<file path="src/rtl/fcrp_pkg.sv">
// ----------------------------------------------------------------------------
// fcrp_pkg
// Shared types and constants for the FTP control reply parser.
// ----------------------------------------------------------------------------
package fcrp_pkg;

   localparam logic [9:0] CODE_PASV = 10'd227;
   localparam logic [9:0] CODE_RETR = 10'd150;

   localparam logic [7:0] CHAR_ZERO   = 8'h30;
   localparam logic [7:0] CHAR_NINE   = 8'h39;
   localparam logic [7:0] CHAR_LPAREN = 8'h28;
   localparam logic [7:0] CHAR_RPAREN = 8'h29;
   localparam logic [7:0] CHAR_COMMA  = 8'h2C;
   localparam logic [7:0] CHAR_SPACE  = 8'h20;

   localparam int unsigned QUEUE_DEPTH = 2;

   typedef enum logic [1:0] {
      STATUS_OK         = 2'd0,
      STATUS_MISMATCH   = 2'd1,
      STATUS_INCOMPLETE = 2'd2
   } status_type;

   typedef struct packed {
      logic [7:0] reply_char;
      logic       last_char;
      logic [9:0] expected_code;
   } req_type;

   typedef struct packed {
      logic [1:0]  status;
      logic [9:0]  reply_code;
      logic [31:0] ip_address;
      logic [15:0] port_number;
      logic [31:0] file_length;
   } rsp_type;

   // classified character, front to back
   typedef struct packed {
      logic       is_digit;
      logic [3:0] digit;
      logic       is_lparen;
      logic       is_rparen;
      logic       is_comma;
      logic       is_space;
      logic       is_pasv;
      logic       is_retr;
      logic       last_char;
      logic [9:0] expected_code;
   } cls_type;

endpackage

</file>
<file path="src/rtl/fcrp_front.sv">
// ----------------------------------------------------------------------------
// fcrp_front
// Accepts reply characters, classifies them and holds them in a short queue.
// ----------------------------------------------------------------------------
module fcrp_front (
   input  logic             clock,
   input  logic             reset,
   input  logic             push,
   output logic             full,
   input  fcrp_pkg::req_type req_data,
   output logic             cls_valid,
   output fcrp_pkg::cls_type cls_data,
   input  logic             cls_take
);
   import fcrp_pkg::*;

   localparam int unsigned PtrW = $clog2(QUEUE_DEPTH);
   localparam int unsigned CntW = $clog2(QUEUE_DEPTH + 1);

   cls_type             queue_ff [QUEUE_DEPTH];
   logic [PtrW-1:0]     wr_ptr_ff, wr_ptr_in;
   logic [PtrW-1:0]     rd_ptr_ff, rd_ptr_in;
   logic [CntW-1:0]     count_ff,  count_in;
   cls_type             cls_new;
   logic                wr_en;
   logic                rd_en;

   always_comb begin
      cls_new.is_digit      = (req_data.reply_char >= CHAR_ZERO) &&
                              (req_data.reply_char <= CHAR_NINE);
      cls_new.digit         = cls_new.is_digit ? req_data.reply_char[3:0] : 4'd0;
      cls_new.is_lparen     = (req_data.reply_char == CHAR_LPAREN);
      cls_new.is_rparen     = (req_data.reply_char == CHAR_RPAREN);
      cls_new.is_comma      = (req_data.reply_char == CHAR_COMMA);
      cls_new.is_space      = (req_data.reply_char == CHAR_SPACE);
      cls_new.is_pasv       = (req_data.expected_code == CODE_PASV);
      cls_new.is_retr       = (req_data.expected_code == CODE_RETR);
      cls_new.last_char     = req_data.last_char;
      cls_new.expected_code = req_data.expected_code;
   end

   assign full      = (count_ff == CntW'(QUEUE_DEPTH));
   assign wr_en     = push && !full;
   assign cls_valid = (count_ff != '0);
   assign rd_en     = cls_valid && cls_take;
   assign cls_data  = queue_ff[rd_ptr_ff];

   always_comb begin
      wr_ptr_in = wr_ptr_ff;
      rd_ptr_in = rd_ptr_ff;
      count_in  = count_ff;
      if (wr_en) begin
         wr_ptr_in = (wr_ptr_ff == PtrW'(QUEUE_DEPTH - 1)) ? '0 : wr_ptr_ff + 1'b1;
      end
      if (rd_en) begin
         rd_ptr_in = (rd_ptr_ff == PtrW'(QUEUE_DEPTH - 1)) ? '0 : rd_ptr_ff + 1'b1;
      end
      case ({wr_en, rd_en})
         2'b10:   count_in = count_ff + 1'b1;
         2'b01:   count_in = count_ff - 1'b1;
         default: count_in = count_ff;
      endcase
   end

   always_ff @(posedge clock) begin
      if (reset) begin
         wr_ptr_ff <= '0;
         rd_ptr_ff <= '0;
         count_ff  <= '0;
      end else begin
         wr_ptr_ff <= wr_ptr_in;
         rd_ptr_ff <= rd_ptr_in;
         count_ff  <= count_in;
      end
   end

   always_ff @(posedge clock) begin
      if (wr_en) begin
         queue_ff[wr_ptr_ff] <= cls_new;
      end
   end

endmodule

</file>
<file path="src/rtl/fcrp_back.sv">
// ----------------------------------------------------------------------------
// fcrp_back
// Runs the reply parse over classified characters and holds the result.
// ----------------------------------------------------------------------------
module fcrp_back (
   input  logic              clock,
   input  logic              reset,
   input  logic              cls_valid,
   input  fcrp_pkg::cls_type cls_data,
   output logic              cls_take,
   output logic              empty,
   input  logic              pop,
   output fcrp_pkg::rsp_type rsp_data
);
   import fcrp_pkg::*;

   logic [1:0]  code_cnt_ff,   code_cnt_in;
   logic [9:0]  code_val_ff,   code_val_in;
   logic        code_bad_ff,   code_bad_in;
   logic        paren_ff,      paren_in;
   logic [2:0]  field_idx_ff,  field_idx_in;
   logic [31:0] field_acc_ff,  field_acc_in;
   logic [31:0] addr_acc_ff,   addr_acc_in;
   logic [15:0] port_acc_ff,   port_acc_in;
   logic [31:0] len_acc_ff,    len_acc_in;
   logic        done_ff,       done_in;
   logic        rsp_valid_ff,  rsp_valid_in;
   rsp_type     rsp_ff,        rsp_in;
   logic        step;
   logic        finish;
   logic        rsp_pop;
   status_type  status;
   logic [31:0] field_x10;
   logic [9:0]  code_x10;

   assign rsp_pop  = pop && rsp_valid_ff;
   assign cls_take = !cls_data.last_char || !rsp_valid_ff || rsp_pop;
   assign step     = cls_valid && cls_take;
   assign finish   = step && cls_data.last_char;
   assign empty    = !rsp_valid_ff;
   assign rsp_data = rsp_ff;

   assign field_x10 = {field_acc_ff[28:0], 3'b000} + {field_acc_ff[30:0], 1'b0}
                      + {28'd0, cls_data.digit};
   assign code_x10  = {code_val_ff[6:0], 3'b000} + {code_val_ff[8:0], 1'b0}
                      + {6'd0, cls_data.digit};

   always_comb begin
      code_cnt_in  = code_cnt_ff;
      code_val_in  = code_val_ff;
      code_bad_in  = code_bad_ff;
      paren_in     = paren_ff;
      field_idx_in = field_idx_ff;
      field_acc_in = field_acc_ff;
      addr_acc_in  = addr_acc_ff;
      port_acc_in  = port_acc_ff;
      len_acc_in   = len_acc_ff;
      done_in      = done_ff;

      if (code_cnt_ff != 2'd3) begin
         code_bad_in = code_bad_ff || !cls_data.is_digit;
         code_val_in = code_x10;
         code_cnt_in = code_cnt_ff + 1'b1;
      end else if (!done_ff && (cls_data.is_pasv || cls_data.is_retr)) begin
         if (!paren_ff) begin
            if (cls_data.is_lparen) begin
               paren_in     = 1'b1;
               field_acc_in = '0;
            end
         end else if (cls_data.is_digit) begin
            field_acc_in = field_x10;
         end else if (cls_data.is_pasv) begin
            if (cls_data.is_comma) begin
               if (field_idx_ff < 3'd4) begin
                  addr_acc_in  = {addr_acc_ff[23:0], field_acc_ff[7:0]};
                  field_idx_in = field_idx_ff + 1'b1;
               end else if (field_idx_ff == 3'd4) begin
                  port_acc_in  = {field_acc_ff[7:0], 8'd0};
                  field_idx_in = 3'd5;
               end
               field_acc_in = '0;
            end else if (cls_data.is_rparen && field_idx_ff == 3'd5) begin
               port_acc_in = {port_acc_ff[15:8], field_acc_ff[7:0]};
               done_in     = 1'b1;
            end
         end else if (cls_data.is_space) begin
            len_acc_in = field_acc_ff;
            done_in    = 1'b1;
         end
      end
   end

   always_comb begin
      if (code_bad_in || code_cnt_in != 2'd3 || code_val_in != cls_data.expected_code) begin
         status = STATUS_MISMATCH;
      end else if ((cls_data.is_pasv || cls_data.is_retr) && !done_in) begin
         status = STATUS_INCOMPLETE;
      end else begin
         status = STATUS_OK;
      end
      rsp_in.status      = status;
      rsp_in.reply_code  = code_val_in;
      rsp_in.ip_address  = (status == STATUS_OK && cls_data.is_pasv) ? addr_acc_in : 32'd0;
      rsp_in.port_number = (status == STATUS_OK && cls_data.is_pasv) ? port_acc_in : 16'd0;
      rsp_in.file_length = (status == STATUS_OK && cls_data.is_retr) ? len_acc_in : 32'd0;
      rsp_valid_in = finish || (rsp_valid_ff && !rsp_pop);
   end

   always_ff @(posedge clock) begin
      if (reset || finish) begin
         code_cnt_ff  <= '0;
         code_val_ff  <= '0;
         code_bad_ff  <= 1'b0;
         paren_ff     <= 1'b0;
         field_idx_ff <= '0;
         field_acc_ff <= '0;
         addr_acc_ff  <= '0;
         port_acc_ff  <= '0;
         len_acc_ff   <= '0;
         done_ff      <= 1'b0;
      end else if (step) begin
         code_cnt_ff  <= code_cnt_in;
         code_val_ff  <= code_val_in;
         code_bad_ff  <= code_bad_in;
         paren_ff     <= paren_in;
         field_idx_ff <= field_idx_in;
         field_acc_ff <= field_acc_in;
         addr_acc_ff  <= addr_acc_in;
         port_acc_ff  <= port_acc_in;
         len_acc_ff   <= len_acc_in;
         done_ff      <= done_in;
      end
   end

   always_ff @(posedge clock) begin
      if (reset) begin
         rsp_valid_ff <= 1'b0;
      end else begin
         rsp_valid_ff <= rsp_valid_in;
      end
   end

   always_ff @(posedge clock) begin
      if (finish) begin
         rsp_ff <= rsp_in;
      end
   end

endmodule

</file>
<file path="src/rtl/ftp_control_reply_parser.sv">
// ----------------------------------------------------------------------------
// ftp_control_reply_parser
// Checks the code of an FTP control reply and parses the passive address and
// port (227) or the file length (150), one result per reply.
//
//   channel   ports                      payload
//   request   push / full                req_data  (req_type)
//   response  empty / pop                rsp_data  (rsp_type)
//
// One character per cycle sustained; the front queue (two entries) feeds the
// parser, which retires one character per cycle.
// A result is registered on rsp_data when the parser takes its last
// character and holds until popped; a held result only stalls a further last
// character, other characters keep flowing until the queue fills.
// Reset is synchronous and clears the queue, parser state and result flag.
// ----------------------------------------------------------------------------
module ftp_control_reply_parser (
   input  logic              clock,
   input  logic              reset,
   input  logic              push,
   output logic              full,
   input  fcrp_pkg::req_type req_data,
   output logic              empty,
   input  logic              pop,
   output fcrp_pkg::rsp_type rsp_data
);
   import fcrp_pkg::*;

   logic    cls_valid;
   logic    cls_take;
   cls_type cls_data;

   fcrp_front u_front (
      .clock     (clock),
      .reset     (reset),
      .push      (push),
      .full      (full),
      .req_data  (req_data),
      .cls_valid (cls_valid),
      .cls_data  (cls_data),
      .cls_take  (cls_take)
   );

   fcrp_back u_back (
      .clock     (clock),
      .reset     (reset),
      .cls_valid (cls_valid),
      .cls_data  (cls_data),
      .cls_take  (cls_take),
      .empty     (empty),
      .pop       (pop),
      .rsp_data  (rsp_data)
   );

endmodule

</file>
<file path="config.mk">
export PLATFORM = sky130hd
export DESIGN_NAME = ftp_control_reply_parser
export DESIGN_NICKNAME = d
export VERILOG_FILES = /design/src/rtl/fcrp_pkg.sv /design/src/rtl/fcrp_front.sv /design/src/rtl/fcrp_back.sv /design/src/rtl/ftp_control_reply_parser.sv
export SDC_FILE = /design/constraint.sdc
export NUM_CORES = 1
export LEC_CHECK = 0
export BUFFER_PORTS_ARGS = -buffer_cell sky130_fd_sc_hd__buf_4
export CAP_MARGIN = 20
export CORE_MARGIN = 2
export CORE_UTILIZATION = 23
export CTS_BUF_LIST = sky130_fd_sc_hd__clkbuf_16
export CTS_CLUSTER_DIAMETER = 40
export DETAILED_ROUTE_END_ITERATION = 8
export GPL_TIMING_DRIVEN = 0
export MAX_ROUTING_LAYER = met4
export PLACE_DENSITY = 0.44
export SLEW_MARGIN = 10
export SYNTH_ARGS = -nofsm -noshare
export SYNTH_HDL_FRONTEND = slang
export SYNTH_SLANG_ARGS = --single-unit
</file>
<file path="constraint.sdc">
create_clock -name clock -period 13.9 [get_ports clock]
set_input_delay 1.39 -clock clock [delete_from_list [all_inputs] [get_ports clock]]
set_output_delay 1.39 -clock clock [all_outputs]
set_load 0.02 [all_outputs]
</file>
## Word-level counts from Yosys, hierarchy flattened

Memories as Yosys holds them, arrays and structs flattened. A register that Yosys moved wholly into a read port is not among the register bits.
Cells that the tools add are included.

| word-level totals | value |
|---|---|
| bits in registers | 227 |
| memories | 1 |
| output and inout bits | 94 |
| RAM bits | 44 |
| input bits | 23 |

| cells by class | value |
|---|---|
| bitwise operators | 2 |
| eq/ne operators | 16 |
| order comparisons | 3 |
| reductions and logical operators | 34 |
| multiplexer cells | 52 |
| add/sub/neg operators | 10 |

Memory list:

| memory | words | width | rd ports | clocked after Yosys merged registers in | wr ports | line | RTL |
|---|---|---|---|---|---|---|---|
| u_front.queue_ff | 2 | 22 | 1 | 1 | 1 | fcrp_front.sv:20 | `cls_type queue_ff [QUEUE_DEPTH];` |

Operators by type and width:

| operator | number |
|---|---|
| $mux 32 | 18 |
| $mux 16 | 8 |
| $add 32x32->32 | 1 |
| $add 32x4->32 | 1 |
| $eq 8x6->1 const B | 4 |
| $eq 10x8->1 const B | 2 |
| $mux 1 | 17 |
| $logic_and 1x1->1 | 11 |
| $add 10x10->10 | 1 |
| $add 10x4->10 | 1 |
| $mux 10 | 1 |
| $ne 10x10->1 | 1 |
| $ge 8x6->1 const B | 1 |
| $le 8x6->1 const B | 1 |
| $logic_or 1x1->1 | 8 |
| $mux 8 | 1 |
| $reduce_and 8->1 | 1 |
| $reduce_bool 2->1 | 4 |
| $logic_not 1->1 | 7 |
| $eq 3x3->1 const B | 2 |
| $mux 2 | 3 |
| $mux 3 | 2 |
| $reduce_and 6->1 | 1 |
| $add 2x1->2 const B | 2 |
| 14 further kinds | 18 |

## Logic depth before layout (Yosys ltp)

| depth | value |
|---|---|
| depth after elaboration | 15 |
| mapped depth | 18 |

## By module

Synthesis repeated with hierarchy kept, for this count alone.

| second synthesis, totals | value |
|---|---|
| cell total of the unflattened synthesis | 1332 |
| area, all modules | 13779.5 um^2 |

By module, submodules not included:

| module | instances | cells each | area an instance (um^2) |
|---|---|---|---|
| fcrp_back | 1 | 1214 | 11840.1 |
| fcrp_front | 1 | 118 | 1939.4 |

## Worst setup path after synthesis

No wires, ideal clock.

| timing | value |
|---|---|
| kind | input to register |
| start point | input port pop |
| end point | register u_back.code_bad_ff |
| stages on the path | 8 |
| path buffers | 3 |
| arrival | 6.785 ns |
| slack | 6.988 ns |
| required time | 13.772 ns |
| cell sequence | nand2b_1 -> o22ai_1 -> nor2_1 -> or2_2 -> clkbuf_1 -> clkbuf_1 -> clkbuf_1 -> nor2_1 |

| between the ends | value |
|---|---|
| longest elaborated chain between the ends | 5 |

RTL lines:

| what | line | RTL |
|---|---|---|
| start, declared | ftp_control_reply_parser.sv:24 | `input logic pop,` |
| $logic_and 1x1->1 | fcrp_back.sv:36 | `assign rsp_pop = pop && rsp_valid_ff;` |
| $logic_or 1x1->1 | fcrp_back.sv:37 | `assign cls_take = !cls_data.last_char \|\| !rsp_valid_ff \|\| rsp_pop;` |
| $logic_and 1x1->1 | fcrp_back.sv:38 | `assign step = cls_valid && cls_take;` |
| $logic_and 1x1->1 | fcrp_back.sv:39 | `assign finish = step && cls_data.last_char;` |
| named net u_back.finish | fcrp_back.sv:30 | `logic finish;` |
| $logic_or 1x1->1 | fcrp_back.sv:110 | `if (reset \|\| finish) begin` |
| end signal, assigned | fcrp_back.sv:124 | `code_bad_ff <= code_bad_in;` |
| end, declared | fcrp_back.sv:19 | `logic code_bad_ff, code_bad_in;` |

The timed path passes the listed nets, and every way through them passes these cells.
A chain may end at the register's enable or synchronous reset.

==> run metrics <==
Psw slightly below 1 mW; outcome finished clean; DRT Pass-1 Iters 5; top_reg_cell synth edfxtp_1; die width roughly 250 um; Overall Power 2.924 mW; Synth Net Count 1,466; unrepaired setup endpoints after global routing false; logic gate share of total power 26.2%; num rows just under 90; Core ar. 57,810 um2; vias in the first global route a little over 10,000; final setup margin around 9 ns; Synth Warn # 0; initial DRC count approximately 550; Critical Path Sink Type register; Num CTS Buffers 44; Clk Latency, worst-skew pair 0.56 ns; sequential share of power 35.7%; die span in y 246.0 um; Sink Count between 200 and 300; worst slack at placement around 9 ns; # IOs roughly 120; Final Max Tran Viols 0; initial antenna violation count 0; DP HPWL approximately 28,000 um; fin nets 1,632; diode count 0; Switching Share 32.93%; fmax ~200 MHz; hold crit path type reg -> reg; MaxCap Viol Count 0; sequential area share after synthesis 50.55%; Synth cell types 70; fill count about 6,100; commonest non-fill, non-tap cell in the layout nand2_1; Initial Utilization a little under a quarter; Synth Cell Area 13,470 um2; post-cts sizing count 0; P_int 1.961 mW; postcts setup bufs 0; period utilization approximately 35%; layout cells sized above 1 ~15%; Final setup viols 0; most frequent cells in the layout nand2_1, a21oi_1, dfxtp_1, edfxtp_1, buf_4; Slew HR 32.56%; die area between 60,000 and 70,000 um2; Clock Tree Buf Depth 3; number of routed nets with antenna violations 0; Syn Inst Count about 1,400; H-tree depth 2; Final TNS setup 0 ns; Max rail drop VDD about 0.074 mV; DR vias just over 10,000; gr usage total between 10 and 15%; clock group share of total power between 30% and 40%; Pwr Density 173.2 nW/um2; Worst Tran Pin Value 0.9835 ns; CP max FO 10; Post-Route WL between 30,000 and 40,000 um; CTS tree yes; RePlAce Congestion approximately 0.80; largest net degree at the start of global routing 30; leak pwr between 6 and 7 nW; Post-route DRC 0; synthesis-to-finish area growth 25.39%; CTS Hold Bufs 0; DR WL/cell approximately 16 um; Port-buffer cells 115; WP data required 14.24 ns; Period minus WS final between 4 and 5 ns; crit start category register; Worst-path clk slew around 0.050 ns; first-pass GRT wire length around 59,000 um; #FFs+latches synth between 200 and 300; final core occ about 29%; total global routing overflow 0; WS Path Type reg -> reg; CP arrival 5.27 ns; Clock Skew 0.02083 ns; Vias/cell ~4.4; Async SR Flop Fraction 0%; CTS Root Cell clkbuf_16; Post-synth EDFFs between 100 and 150; Post-Syn Area per Cell a little under 10 um2; Final Hold Fails 0
-- cell type report --
class | instances | area [um2] | area share (%)
clock inverters | 36 | 375.4 | 2.223
multi-input cells | 969 | 6136 | 36.34
plain buffers | 91 | 416.7 | 2.468
clock buffers | 45 | 1126 | 6.670
repair buffers | 120 | 949.7 | 5.625
flip-flops and latches | 272 | 6807 | 40.31
well taps | 765 | 957.2 | 5.669
inverters | 31 | 116.4 | 0.6892
-- worst max-delay path, cell delays in order, from the launching register on --
cell and delay (ns):
dfxtp_1 0.37, buf_6 0.19, buf_12 0.15, buf_2 0.31, mux2i_1 0.45, fa_1 0.51, inv_1 0.08, ha_1 0.22
a21o_1 0.19, a21oi_2 0.18, o21ai_0 0.15, nor3b_1 0.17, or3_2 0.52, xor2_1 0.28, nand4_1 0.25, clkbuf_1 0.32
nor2_1 0.35
-- final timing paths --
check | start | end | slack (ns) | depth (start not counted)
setup / recovery | register | u_back.rsp_data[36]$_SDFFCE_PN0P_ | 8.97 | 16
hold / removal | u_back.len_acc_ff[30]$_SDFFE_PP0P_ | u_back.len_acc_ff[30]$_SDFFE_PP0P_ | 0.45 | 2
setup reg to reg | register | u_back.rsp_data[36]$_SDFFCE_PN0P_ | 8.97 | 16
hold reg to reg | u_back.len_acc_ff[30]$_SDFFE_PP0P_ | u_back.len_acc_ff[30]$_SDFFE_PP0P_ | 0.45 | 2
-- power by group through the flow --
stage | Combinational (mW) | Clock (mW) | Sequential, mW
after floorplan | 0.399 | 0 | 1.15
after global placement | 0.753 | 0 | 1.09
after detailed placement | 0.779 | 0 | 1.06
after CTS | 0.782 | 1.14 | 1.05
after global routing | 0.840 | 1.18 | 1.06
final | 0.767 | 1.11 | 1.04
-- state kept, by name, indices dropped and copies added (netlist names), 2 cells and up, named ones only --
| name | flops |
|---|---|
| u_back.code_val_ff | 10 |
| u_back.rsp_data | 92 |
| u_front.count_ff | 2 |
| u_back.code_cnt_ff | 2 |
| u_back.field_idx_ff | 3 |
| u_back.addr_acc_ff | 32 |
| u_back.port_acc_ff | 16 |
| u_back.len_acc_ff | 32 |
| u_back.field_acc_ff | 32 |
| u_front.queue_ff | 44 |
-- layer usage --
metal / vias up / wire, um / track usage (%) / part of all wire (%)
li1: 5218 / - / - / -
met5: - / 0 / - / 0
met3: 57 / 1442 / 2.008 / 3.9
met1: 4839 / 18290 / 17.41 / 49
met4: 0 / 798 / 3.797 / 2.1
met2: 203 / 16620 / 19.45 / 45
-- stage by stage --
step / instances / hold WS (ns) / cell area (um2)
after detailed placement: 2248 / 0.4460 / 15380
final: 2329 / 0.4516 / 16880
after CTS: 2329 / 0.4534 / 16880
after floorplan: 1363 / 0.4357 / 13470
after global placement: 2243 / 0.4413 / 15290
after global routing: 2329 / 0.4664 / 16880
-- Yosys cell counts, types with 5 or more instances --
cell type	count	area (um2)
nand4_1	7	43.79
or3_1	5	31.28
a31oi_1	7	43.79
ha_1	76	950.9
dfxtp_1	136	2723
xor2_1	19	166.4
a211oi_1	12	90.09
mux2i_1	70	700.7
buf_2	16	80.08
o21ai_0	36	180.2
a21oi_1	147	735.7
and2_1	11	68.82
mux2_2	5	56.30
nand3_1	20	100.1
nor2_1	89	334.1
a22oi_1	22	165.2
clkbuf_1	64	240.2
nand2b_1	9	56.30
o21a_1	9	67.56
or2_2	5	31.28
o211ai_1	7	52.55
inv_1	30	112.6
edfxtp_1	136	4084
nor3_1	9	45.04
nor3b_1	6	45.04
buf_6	5	56.30
nor2b_1	7	43.79
nand3b_1	5	37.54
nand2_1	256	960.9
nor4_1	35	219.0
a21o_1	9	67.56
xnor2_1	26	227.7
-- cells by family (layout without fill, tap and decap cells) --
group,after synthesis,count (layout),share of synthesized area [%]
AO/OA/AOI/OAI,279,279,12.50
AND/OR/NAND/NOR,489,489,16.62
buffers and inverters,122,323,3.958
adder cells (fa/ha/maj),80,80,7.657
multiplexers,76,76,5.789
XOR/XNOR,45,45,2.927
flip-flops,272,272,50.55
(Power assumes the default switching activity.)
